File: config.mk
export PLATFORM = sky130hd
export DESIGN_NAME = voice_slot_allocator_flat
export DESIGN_NICKNAME = d
export VERILOG_FILES = /design/src/rtl/core/vsa_pkg.sv /design/src/rtl/core/vsa_if.sv /design/src/rtl/core/voice_slot_allocator.sv /design/src/flat_wrapper.sv
export VERILOG_INCLUDE_DIRS = /design/src /design/src/rtl/core
export SDC_FILE = /design/constraint.sdc
export NUM_CORES = 2
export LEC_CHECK = 0
export BUFFER_PORTS_ARGS = -buffer_cell sky130_fd_sc_hd__buf_2
export CORE_UTILIZATION = 59
export CTS_BUF_LIST = sky130_fd_sc_hd__clkbuf_4 sky130_fd_sc_hd__clkbuf_8
export DETAILED_ROUTE_END_ITERATION = 12
export PLACE_DENSITY = 0.77
export SLEW_MARGIN = 25
export SYNTH_ARGS = -nofsm -noshare
export SYNTH_HDL_FRONTEND = slang
export SYNTH_SLANG_ARGS = --single-unit
File: constraint.sdc
create_clock -name clk -period 7.8 [get_ports clk]
set_input_delay 0.39 -clock clk [delete_from_list [all_inputs] [get_ports clk]]
set_output_delay 0.39 -clock clk [all_outputs]
set_load 0.02 [all_outputs]
File: src/rtl/core/voice_slot_allocator_assert.svh
// ----------------------------------------------------------------------------
// voice slot allocator assertion macros
// shared property forms for the allocator checks
// ----------------------------------------------------------------------------
`ifndef VOICE_SLOT_ALLOCATOR_ASSERT_SVH
`define VOICE_SLOT_ALLOCATOR_ASSERT_SVH

// same-cycle implication
`define VSA_ASSERT_IMP(name, ante, cons, msg) \
  name: assert property (@(posedge clk) disable iff (!rst_n) (ante) |-> (cons)) \
    else $error(msg);

// next-cycle implication
`define VSA_ASSERT_NXT(name, ante, cons, msg) \
  name: assert property (@(posedge clk) disable iff (!rst_n) (ante) |=> (cons)) \
    else $error(msg);

`endif

File: src/rtl/core/vsa_pkg.sv
// ----------------------------------------------------------------------------
// vsa_pkg
// widths, command codes and sequencer states of the voice slot allocator
// ----------------------------------------------------------------------------
package vsa_pkg;

  localparam int SLOTS_DEFAULT = 32;

  localparam int FUNC_W  = 2;
  localparam int ID_W    = 64;
  localparam int SLOT_W  = 5;
  localparam int CNT_W   = 6;
  localparam int LIMIT_W = 6;

  localparam logic [FUNC_W-1:0] FUNC_ALLOC   = 2'd0;
  localparam logic [FUNC_W-1:0] FUNC_RELEASE = 2'd1;
  localparam logic [FUNC_W-1:0] FUNC_REL_ALL = 2'd2;
  localparam logic [FUNC_W-1:0] FUNC_FIND    = 2'd3;

  typedef enum logic [1:0] {
    ST_IDLE,
    ST_SCAN,
    ST_HOLD
  } vsa_state_t;

endpackage

File: src/rtl/core/vsa_if.sv
// ----------------------------------------------------------------------------
// vsa channel interfaces
// command, result and limit write channels with valid/ready
// ----------------------------------------------------------------------------
interface vsa_in_if
  import vsa_pkg::*;
  ();
  logic              valid;
  logic              ready;
  logic [FUNC_W-1:0] func;
  logic [ID_W-1:0]   block_id;

  modport source (output valid, output func, output block_id, input ready);
  modport sink   (input valid, input func, input block_id, output ready);
endinterface

interface vsa_out_if
  import vsa_pkg::*;
  ();
  logic              valid;
  logic              ready;
  logic              ok;
  logic [SLOT_W-1:0] slot;
  logic [CNT_W-1:0]  active_count;

  modport source (output valid, output ok, output slot, output active_count, input ready);
  modport sink   (input valid, input ok, input slot, input active_count, output ready);
endinterface

interface vsa_cfg_if
  import vsa_pkg::*;
  ();
  logic               valid;
  logic               ready;
  logic [LIMIT_W-1:0] voice_limit;

  modport source (output valid, output voice_limit, input ready);
  modport sink   (input valid, input voice_limit, output ready);
endinterface

File: src/rtl/core/voice_slot_allocator.sv
// ----------------------------------------------------------------------------
// voice_slot_allocator
// release all or zero limit skip the scan; other commands scan up to lim slots
// one command at a time (ready only in idle); the single owner-memory read port reads 1 slot/cycle
// reset (rst_n, synchronous): all slots free, count zero, limit min(32, SLOTS)
// ----------------------------------------------------------------------------
`include "voice_slot_allocator_assert.svh"

module voice_slot_allocator
  import vsa_pkg::*;
#(
  parameter int SLOTS = SLOTS_DEFAULT
) (
  input  logic       clk,
  input  logic       rst_n,
  vsa_in_if.sink     in_ch,
  vsa_out_if.source  out_ch,
  vsa_cfg_if.sink    cfg_ch
);

  localparam int IW = (SLOTS > 1) ? $clog2(SLOTS) : 1;
  localparam int LW = $clog2(SLOTS + 1);
  localparam int SW = LW + 1;
  localparam int CW = (LW > LIMIT_W) ? LW : LIMIT_W;
  localparam int RST_LIM = (SLOTS < 32) ? SLOTS : 32;

  vsa_state_t        st_r, st_nxt;
  logic [FUNC_W-1:0] func_r, func_nxt;
  logic [ID_W-1:0]   id_r, id_nxt;
  logic [LW-1:0]     lim_r, lim_nxt;
  logic [SLOTS-1:0]  busy_r, busy_nxt;
  logic [LW-1:0]     cnt_r, cnt_nxt;
  logic [IW-1:0]     scan_idx_r, scan_idx_nxt;
  logic              issuing_r, issuing_nxt;
  logic              cmp_vld_r, cmp_vld_nxt;
  logic [IW-1:0]     cmp_idx_r, cmp_idx_nxt;
  logic              cmp_last_r, cmp_last_nxt;
  logic              res_ok_r, res_ok_nxt;
  logic [IW-1:0]     res_slot_r, res_slot_nxt;
  logic              out_vld_r, out_vld_nxt;
  logic              out_ok_r, out_ok_nxt;
  logic [SLOT_W-1:0] out_slot_r, out_slot_nxt;
  logic [CNT_W-1:0]  out_cnt_r, out_cnt_nxt;
  logic [ID_W-1:0]   owner_q_r;

  logic [ID_W-1:0]   owner_mem [SLOTS];

  logic in_acc, cfg_acc, last_issue, match, rd_en, mem_we;

  assign in_ch.ready         = (st_r == ST_IDLE);
  assign cfg_ch.ready        = (st_r == ST_IDLE);
  assign in_acc              = in_ch.valid && in_ch.ready;
  assign cfg_acc             = cfg_ch.valid && cfg_ch.ready;
  assign out_ch.valid        = out_vld_r;
  assign out_ch.ok           = out_ok_r;
  assign out_ch.slot         = out_slot_r;
  assign out_ch.active_count = out_cnt_r;

  assign last_issue = (SW'(scan_idx_r) + SW'(1)) == SW'(lim_r);

  always_comb begin
    match = 1'b0;
    if (cmp_vld_r) begin
      if (func_r == FUNC_ALLOC) begin
        match = !busy_r[cmp_idx_r];
      end else begin
        match = busy_r[cmp_idx_r] && (owner_q_r == id_r);
      end
    end
  end

  always_comb begin
    st_nxt       = st_r;
    func_nxt     = func_r;
    id_nxt       = id_r;
    lim_nxt      = lim_r;
    busy_nxt     = busy_r;
    cnt_nxt      = cnt_r;
    scan_idx_nxt = scan_idx_r;
    issuing_nxt  = issuing_r;
    cmp_vld_nxt  = 1'b0;
    cmp_idx_nxt  = cmp_idx_r;
    cmp_last_nxt = cmp_last_r;
    res_ok_nxt   = res_ok_r;
    res_slot_nxt = res_slot_r;
    out_vld_nxt  = out_vld_r && !out_ch.ready;
    out_ok_nxt   = out_ok_r;
    out_slot_nxt = out_slot_r;
    out_cnt_nxt  = out_cnt_r;
    rd_en        = 1'b0;
    mem_we       = 1'b0;

    unique case (st_r)
      ST_IDLE: begin
        if (in_acc) begin
          func_nxt     = in_ch.func;
          id_nxt       = in_ch.block_id;
          res_slot_nxt = '0;
          if (in_ch.func == FUNC_REL_ALL) begin
            busy_nxt   = '0;
            cnt_nxt    = '0;
            res_ok_nxt = 1'b1;
            st_nxt     = ST_HOLD;
          end else if (lim_r == '0) begin
            res_ok_nxt = 1'b0;
            st_nxt     = ST_HOLD;
          end else begin
            scan_idx_nxt = '0;
            issuing_nxt  = 1'b1;
            st_nxt       = ST_SCAN;
          end
        end
        if (cfg_acc) begin
          if (CW'(cfg_ch.voice_limit) > CW'(SLOTS)) begin
            lim_nxt = LW'(SLOTS);
          end else begin
            lim_nxt = LW'(cfg_ch.voice_limit);
          end
          busy_nxt = '0;
          cnt_nxt  = '0;
        end
      end
      ST_SCAN: begin
        // read owner of the issued slot, compare the previous one
        rd_en        = issuing_r;
        cmp_vld_nxt  = issuing_r;
        cmp_idx_nxt  = scan_idx_r;
        cmp_last_nxt = last_issue;
        if (issuing_r) begin
          if (last_issue) begin
            issuing_nxt = 1'b0;
          end else begin
            scan_idx_nxt = scan_idx_r + IW'(1);
          end
        end
        if (match) begin
          res_ok_nxt   = 1'b1;
          res_slot_nxt = cmp_idx_r;
          issuing_nxt  = 1'b0;
          cmp_vld_nxt  = 1'b0;
          st_nxt       = ST_HOLD;
          if (func_r == FUNC_ALLOC) begin
            busy_nxt[cmp_idx_r] = 1'b1;
            cnt_nxt             = cnt_r + LW'(1);
            mem_we              = 1'b1;
          end else if (func_r == FUNC_RELEASE) begin
            busy_nxt[cmp_idx_r] = 1'b0;
            if (cnt_r != '0) begin
              cnt_nxt = cnt_r - LW'(1);
            end
          end
        end else if (cmp_vld_r && cmp_last_r) begin
          res_ok_nxt   = 1'b0;
          res_slot_nxt = '0;
          issuing_nxt  = 1'b0;
          cmp_vld_nxt  = 1'b0;
          st_nxt       = ST_HOLD;
        end
      end
      ST_HOLD: begin
        if (!out_vld_r || out_ch.ready) begin
          out_vld_nxt  = 1'b1;
          out_ok_nxt   = res_ok_r;
          out_slot_nxt = SLOT_W'(res_slot_r);
          out_cnt_nxt  = CNT_W'(cnt_r);
          st_nxt       = ST_IDLE;
        end
      end
      default: begin
        st_nxt = ST_IDLE;
      end
    endcase
  end

  always_ff @(posedge clk) begin
    if (!rst_n) begin
      st_r      <= ST_IDLE;
      lim_r     <= LW'(RST_LIM);
      busy_r    <= '0;
      cnt_r     <= '0;
      issuing_r <= 1'b0;
      cmp_vld_r <= 1'b0;
      out_vld_r <= 1'b0;
    end else begin
      st_r      <= st_nxt;
      lim_r     <= lim_nxt;
      busy_r    <= busy_nxt;
      cnt_r     <= cnt_nxt;
      issuing_r <= issuing_nxt;
      cmp_vld_r <= cmp_vld_nxt;
      out_vld_r <= out_vld_nxt;
    end
  end

  always_ff @(posedge clk) begin
    func_r     <= func_nxt;
    id_r       <= id_nxt;
    scan_idx_r <= scan_idx_nxt;
    cmp_idx_r  <= cmp_idx_nxt;
    cmp_last_r <= cmp_last_nxt;
    res_ok_r   <= res_ok_nxt;
    res_slot_r <= res_slot_nxt;
    out_ok_r   <= out_ok_nxt;
    out_slot_r <= out_slot_nxt;
    out_cnt_r  <= out_cnt_nxt;
  end

  // owner table, one write and one registered read a cycle
  always_ff @(posedge clk) begin
    if (mem_we) begin
      owner_mem[cmp_idx_r] <= id_r;
    end
    if (rd_en) begin
      owner_q_r <= owner_mem[scan_idx_r];
    end
  end

  `VSA_ASSERT_IMP(a_cnt_matches_marks, 1'b1, $countones(busy_r) == 32'(cnt_r), "busy count out of step with busy marks")
  `VSA_ASSERT_IMP(a_cnt_within_limit, 1'b1, cnt_r <= lim_r, "busy count above active limit")
  `VSA_ASSERT_NXT(a_busy_after_accept, in_acc, !in_ch.ready, "command accepted while previous one in flight")
  `VSA_ASSERT_IMP(a_cmp_only_in_scan, cmp_vld_r, st_r == ST_SCAN, "compare stage live outside scan")

endmodule

File: src/flat_wrapper.sv
// flat-port wrapper written by rule: the top's interface ports become plain ports
module voice_slot_allocator_flat import vsa_pkg::*;
#(
  parameter int SLOTS = SLOTS_DEFAULT
)
  (clk, rst_n, in_ch_valid, in_ch_func, in_ch_block_id, in_ch_ready, out_ch_valid, out_ch_ok, out_ch_slot, out_ch_active_count, out_ch_ready, cfg_ch_valid, cfg_ch_voice_limit, cfg_ch_ready);
  vsa_in_if in_ch_i ();
  vsa_out_if out_ch_i ();
  vsa_cfg_if cfg_ch_i ();
  input  logic clk;
  input  logic rst_n;
  input wire logic [$bits(in_ch_i.valid)-1:0] in_ch_valid;
  input wire logic [$bits(in_ch_i.func)-1:0] in_ch_func;
  input wire logic [$bits(in_ch_i.block_id)-1:0] in_ch_block_id;
  output wire logic [$bits(in_ch_i.ready)-1:0] in_ch_ready;
  output wire logic [$bits(out_ch_i.valid)-1:0] out_ch_valid;
  output wire logic [$bits(out_ch_i.ok)-1:0] out_ch_ok;
  output wire logic [$bits(out_ch_i.slot)-1:0] out_ch_slot;
  output wire logic [$bits(out_ch_i.active_count)-1:0] out_ch_active_count;
  input wire logic [$bits(out_ch_i.ready)-1:0] out_ch_ready;
  input wire logic [$bits(cfg_ch_i.valid)-1:0] cfg_ch_valid;
  input wire logic [$bits(cfg_ch_i.voice_limit)-1:0] cfg_ch_voice_limit;
  output wire logic [$bits(cfg_ch_i.ready)-1:0] cfg_ch_ready;
  assign in_ch_i.valid = in_ch_valid;
  assign in_ch_i.func = in_ch_func;
  assign in_ch_i.block_id = in_ch_block_id;
  assign in_ch_ready = in_ch_i.ready;
  assign out_ch_valid = out_ch_i.valid;
  assign out_ch_ok = out_ch_i.ok;
  assign out_ch_slot = out_ch_i.slot;
  assign out_ch_active_count = out_ch_i.active_count;
  assign out_ch_i.ready = out_ch_ready;
  assign cfg_ch_i.valid = cfg_ch_valid;
  assign cfg_ch_i.voice_limit = cfg_ch_voice_limit;
  assign cfg_ch_ready = cfg_ch_i.ready;
  voice_slot_allocator #(.SLOTS(SLOTS)) u_core (.clk(clk), .rst_n(rst_n), .in_ch(in_ch_i), .out_ch(out_ch_i), .cfg_ch(cfg_ch_i));
endmodule
# Word level (Yosys, flattened, before mapping)
# Memories as Yosys holds them, arrays and structs flattened. A register that Yosys moved wholly into a read port is not among the register bits.
# Cells that the tools add are included.
[word_totals]
mem_bits_rw = 2048
regBits = 144
memories = 1
inputBits = 77
out_inout_bits = 15
[classes]
n_reduce_logical = 26
n_lt_le_gt_ge = 3
bitwise_logic = 5
addsub = 4
muxes = 61
n_eq_ne = 19
[mem_list]
columns = ["name", "depth", "width", "read_ports", "rd_ports_with_merged_regs", "write_ports", "line", "rtl"]
rows = [
  ["u_core.owner_mem", 32, 64, 1, 1, 1, "voice_slot_allocator.sv:46", "logic [ID_W-1:0] owner_mem [SLOTS];"],
]
[op_table]
columns = ["operator", "count"]
rows = [
  ["$mux W32", 6],
  ["$eq A64 B64 Y1", 1],
  ["$pmux W32 S2", 1],
  ["$mux W6", 8],
  ["$mux W5", 8],
  ["$and A32 B32 Y32", 1],
  ["$not A32 Y32", 1],
  ["$or A32 B32 Y32", 1],
  ["$mux W1", 24],
  ["$pmux W5 S2", 2],
  ["$mux W2", 6],
  ["$pmux W6 S2", 1],
  ["$reduce_and A6 Y1", 2],
  ["$ne A3 B1 Y1 const B", 3],
  ["$ne A3 B3 Y1 const B", 3],
  ["$ne A2 B2 Y1 const B", 4],
  ["$reduce_and A4 Y1", 2],
  ["$eq A7 B6 Y1", 1],
  ["$add A5 B1 Y6 const B", 1],
  ["$add A6 B1 Y6 const B", 1],
  ["$gt A6 B6 Y1 const B", 1],
  ["$logic_and A1 B1 Y1", 6],
  ["$logic_not A6 Y1", 1],
  ["$lt A5 B6 Y1 const B", 1],
  ["20 further kinds", 32],
]

# Logic depth before layout (Yosys ltp)
[logic_depth]
word_depth = 10
ltp_mapped = 11
ltp_nobuf = 10

# Least setup slack after synthesis
# OpenSTA, ideal clock, no wires.
[synth_timing]
path_kind = "flip-flop to flip-flop"
startpoint = "register u_core.id_r[23]"
endpoint = "memory u_core.owner_mem[13][0], enable pin"
period_less_slack_ns = 7.352
stages_incl_launch_ff = 9
slack_ns = 0.448
setup_time_ns = 0.564
n_path_buf = 1
required_ns = 7.236
arrival_time_ns = 6.788
cell_sequence = "edfxtp_1 inv_1 a22o_1 or4_1 nor4_2 and3_4 o21bai_2 clkbuf_1 nor3_1"
[synth_via]
elab_chain_len = 8
[synth_lines]
columns = ["element", "line", "rtl"]
rows = [
  ["from (decl)", "voice_slot_allocator.sv:29", "logic [ID_W-1:0] id_r, id_nxt;"],
  ["from (signal assigned)", "voice_slot_allocator.sv:197", "id_r <= id_nxt;"],
  ["$eq A64 B64 Y1", "voice_slot_allocator.sv:67", "match = busy_r[cmp_idx_r] && (owner_q_r == id_r);"],
  ["$logic_and A1 B1 Y1", "voice_slot_allocator.sv:67", ""],
  ["$mux W1", "voice_slot_allocator.sv:64", "if (func_r == FUNC_ALLOC) begin"],
  ["$mux W1", "voice_slot_allocator.sv:63", "if (cmp_vld_r) begin"],
  ["$mux W1", "voice_slot_allocator.sv:136", "if (match) begin"],
  ["$mux W1", "voice_slot_allocator.sv:93", "unique case (st_r)"],
  ["$mux W1", "voice_slot_allocator.sv:210", "if (mem_we) begin"],
  ["$mux W1 (implied by the code)", "voice_slot_allocator.sv:211", "owner_mem[cmp_idx_r] <= id_r;"],
  ["to (decl)", "voice_slot_allocator.sv:46", ""],
]
# Every way passes these cells.

# Worst setup path after layout
[layout_timing]
startpoint = "register u_core.id_r[59]"
endpoint = "memory u_core.owner_mem[20][41], enable pin"
# The elaborated chain is that of the path after synthesis.

==> impl_results.md <==
- Status: complete, no violations
- DP Wirelength: 100000 um
- Largest net degree at the start of global routing: 125
- Period utilisation layout: 74.3%
- Die ar.: 147000 um^2
- Port bufs: 91
- Synthesized instance count: 3573
- Leak Pwr: 30.7 nW
- DR vias: 41000
- Footprint of the multi-input gates: 18100 um^2
- CP startpoint kind: flip-flop
- CTS tree: done
- Vias per inst: 6.57
- Leading cell type in the layout, fill and taps excluded: edfxtp_1
- Nets: 4160
- Initial antenna violation count: 10
- CP max FO: 55
- Kind of critical path: flip-flop to flip-flop
- Detail Route Antenna Nets: 0
- Proportion of layout cells with a drive suffix above 1: 35.2%
- R2R Path End: u_core.owner_mem[20][41]
- Wire per inst: 32.2 um
- Predominant post-synthesis flop cell: edfxtp_1
- Hold Crit Class: primary input to flip-flop
- Worst Clk Skew: 0.0864 ns
- Final setup vio count: 0
- Drt drc: 0
- Crit path launch: u_core.id_r[59]
- Row count: 139
- # resized after CTS: 0
- Worst slack, placed: 1.93 ns
- Commonest non-fill, non-tap cells in the layout: edfxtp_1 (2207), mux4_2 (642), clkbuf_8 (372)
- # IOs: 92
- Synth cell types: 64
- Drt pass-1 iters: 6
- Synth warn: 0
- RSZ-0062 raised after global routing: no
- Post-CTS setup buffers: 0
- Setup TNS: 0 ns
- PwrDens: 264 nW/um^2
- Initial DRC count: 5518
- Vias in the first global route: 41800
- CTS root buf: clkbuf_8
- CP max stage delay: 0.82 ns
- Gr ovfl total: 0
- Syn_nets: 3656
- Synthesis-to-finish area growth: 13.3%
- Global-route total usage across every layer: 27.7%
- Synth Cell Area: 86000 um^2
- Min Tclk post-route: 5.80 ns
- Setup ws final: 2.00 ns
- Ys async rst share: 0%
- Critical Path Sink: u_core.owner_mem[20][41]
- Seq/Total Area, Yosys: 78.2%
- Slowest stage cell, crit path: or3_1
- Final GP Congestion: 0.799
- Slew margin rel.: 27.3%
- CP Data Required Time: 8.41 ns
- Launch point of the worst reg-to-reg path: u_core.id_r[59]
- Die extent in x: 384 um
- Max Cap Violations: 0
- Starting density of the core: 59.7%
- First-pass GRT wire length: 287000 um
- Fill cells: 8443
- Crit. End Element: flip-flop
- Peak supply drop: 150 uV
- Storage cell area: 67300 um^2
- Fmax: 173 MHz
- Slew Limit Fails: 0
- CTS Buf Count: 360
- Synthesized area per cell: 24.1 um^2
- Clk pin slew, worst setup/hold paths: 0.06 ns
- R2R Setup Slk: 2.00 ns
- Die Height: 384 um
- Worst-margin pin slew: 1.09 ns
- WP data arrival: 6.41 ns
- Clock Tree Buf Depth: 4
- #FFs+latches synth: 2256
- Final wirelength: 201000 um
- Number of flops mapped to enable cells by yosys: 2207
- R2R depth: 9
- CP Cell Sequence: xnor2_1 > nand4_1 > or4_1 > nor4_2 > and3_4 > o21bai_4 > or3_1 > nor2_4 > buf_12
- Clock sinks: 2256
- Final hold violations: 0
- CTS HTree Levels: 5
- Skew-Pair Late Insertion Delay: 1.05 ns
- Core area: 144000 um^2
## cell type report
cell class              count  area share [%]
well taps                1903            2.44
flip-flops and latches   2256            69.0
multi-input cells        1106            18.5
diodes                      2         0.00514
clock buffers             481            6.09
inverters                  33           0.132
clock inverters           143           0.840
repair buffers            320            2.91
## worst max-delay path, delay by kind of cell, from the launching register on
| kind | cells | cell delay, ns |
|---|---|---|
| flip-flops | 1 | 0.78 |
| AND/OR/NAND/NOR | 6 | 3.18 |
| buffers and inverters | 1 | 0.50 |
| XOR/XNOR | 1 | 0.65 |
| AO/OA/AOI/OAI | 1 | 0.19 |
## synthesized netlist by cell type (3+ instances only)
| library cell | count | share of area [%] |
|---|---|---|
| nand3b_2 | 3 | 0.039 |
| mux2_2 | 64 | 0.84 |
| nand2_1 | 17 | 0.074 |
| a32o_1 | 4 | 0.047 |
| nand3_1 | 12 | 0.070 |
| clkbuf_1 | 117 | 0.51 |
| nor3_4 | 3 | 0.057 |
| ha_1 | 5 | 0.073 |
| nor3_1 | 39 | 0.23 |
| o21ai_1 | 30 | 0.17 |
| nor3b_1 | 5 | 0.044 |
| dfxtp_1 | 49 | 1.1 |
| nand2b_1 | 4 | 0.029 |
| a21o_1 | 3 | 0.026 |
| o221ai_1 | 4 | 0.041 |
| buf_2 | 23 | 0.13 |
| a22o_1 | 34 | 0.35 |
| buf_6 | 5 | 0.065 |
| edfxtp_1 | 2207 | 77 |
| o21ai_0 | 6 | 0.035 |
| xor2_1 | 22 | 0.22 |
| inv_1 | 32 | 0.14 |
| or3b_1 | 3 | 0.031 |
| a2111oi_0 | 4 | 0.041 |
| nor2_1 | 55 | 0.24 |
| nor2b_1 | 19 | 0.14 |
| mux2i_1 | 13 | 0.15 |
| a21oi_1 | 14 | 0.081 |
| nand4_1 | 8 | 0.058 |
| nor2_2 | 9 | 0.065 |
| xnor2_1 | 31 | 0.32 |
| mux4_2 | 642 | 17 |
| nor4_1 | 8 | 0.058 |
| buf_1 | 29 | 0.13 |
| a31o_2 | 3 | 0.031 |
| buf_4 | 4 | 0.035 |
| a311oi_1 | 3 | 0.031 |
| o22ai_1 | 9 | 0.065 |
## metrics by stage
stage               hold slack [ns]  cells  instance area, um^2  power (mW)  util [%]
floorplan                     0.400   3573                86000        15.6         -
global placement              0.408   5519                89600        16.3      62.1
detailed placement            0.409   5521                89600        16.3      62.2
CTS                        0.000871   6233                97300        25.8      67.5
global route                 0.0359   6243                97400        26.5      67.6
finish                       0.0699   6244                97400        25.7      67.6
## state kept, by name, summed over array words and instances, names as in the netlist, 2 cells and up
register and flops:
u_core.owner_mem 2048, u_core.id_r 64, u_core.owner_q_r 64, u_core.busy_r 32, u_core.cnt_r 6, u_core.lim_r 6
u_core.out_ch.active_count 6, u_core.cmp_idx_r 5, u_core.out_ch.slot 5, u_core.res_slot_r 5, u_core.scan_idx_r 5, u_core.func_r 2
u_core.st_r 2
## metal layers
layer,global-route usage [%],part of all wire [%],up-vias
li1,-,-,16400
met1,37.9,37,21500
met2,44.3,50,2726
met3,7.13,11,364
met4,8.96,2.7,8
met5,0,0.024,-
## kinds of logic after synthesis
| logic type | synth area share, % |
|---|---|
| buffers and inverters | 1.02 |
| AOI/OAI and AO/OA | 1.14 |
| adders and majority gates | 0.0960 |
| DFF | 78.2 |
| muxes | 17.8 |
| xor gates and xnor gates | 0.540 |
| and+or+nand+nor | 1.23 |
## worst min path at each step
stage,depth (start not counted),end,start
final,2,u_core.id_r[45],in_ch_block_id[45]
after global routing,2,u_core.id_r[54],in_ch_block_id[54]
after floorplan,0,u_core.out_ch.ok,u_core.res_ok_r
after detailed placement,0,u_core.out_ch.slot[0],u_core.res_slot_r[0]
after CTS,2,u_core.id_r[29],in_ch_block_id[29]
after global placement,0,u_core.out_ch.slot[4],u_core.res_slot_r[4]
## report_power, final
group,switching [mW],internal [mW],total [mW]
logic,1.29,1.22,2.51
clock network,4.42,5.16,9.58
registers,0.0972,13.5,13.6
total,5.81,19.9,25.7
## repair_timing
action / 4_1_cts / 5_1_grt
setup endpoints to repair: 0 / 0
hold endpoints to repair: 82 / 0
hold buffers: 88 / 0
Note: power is estimated with default switching activity, not from simulation.
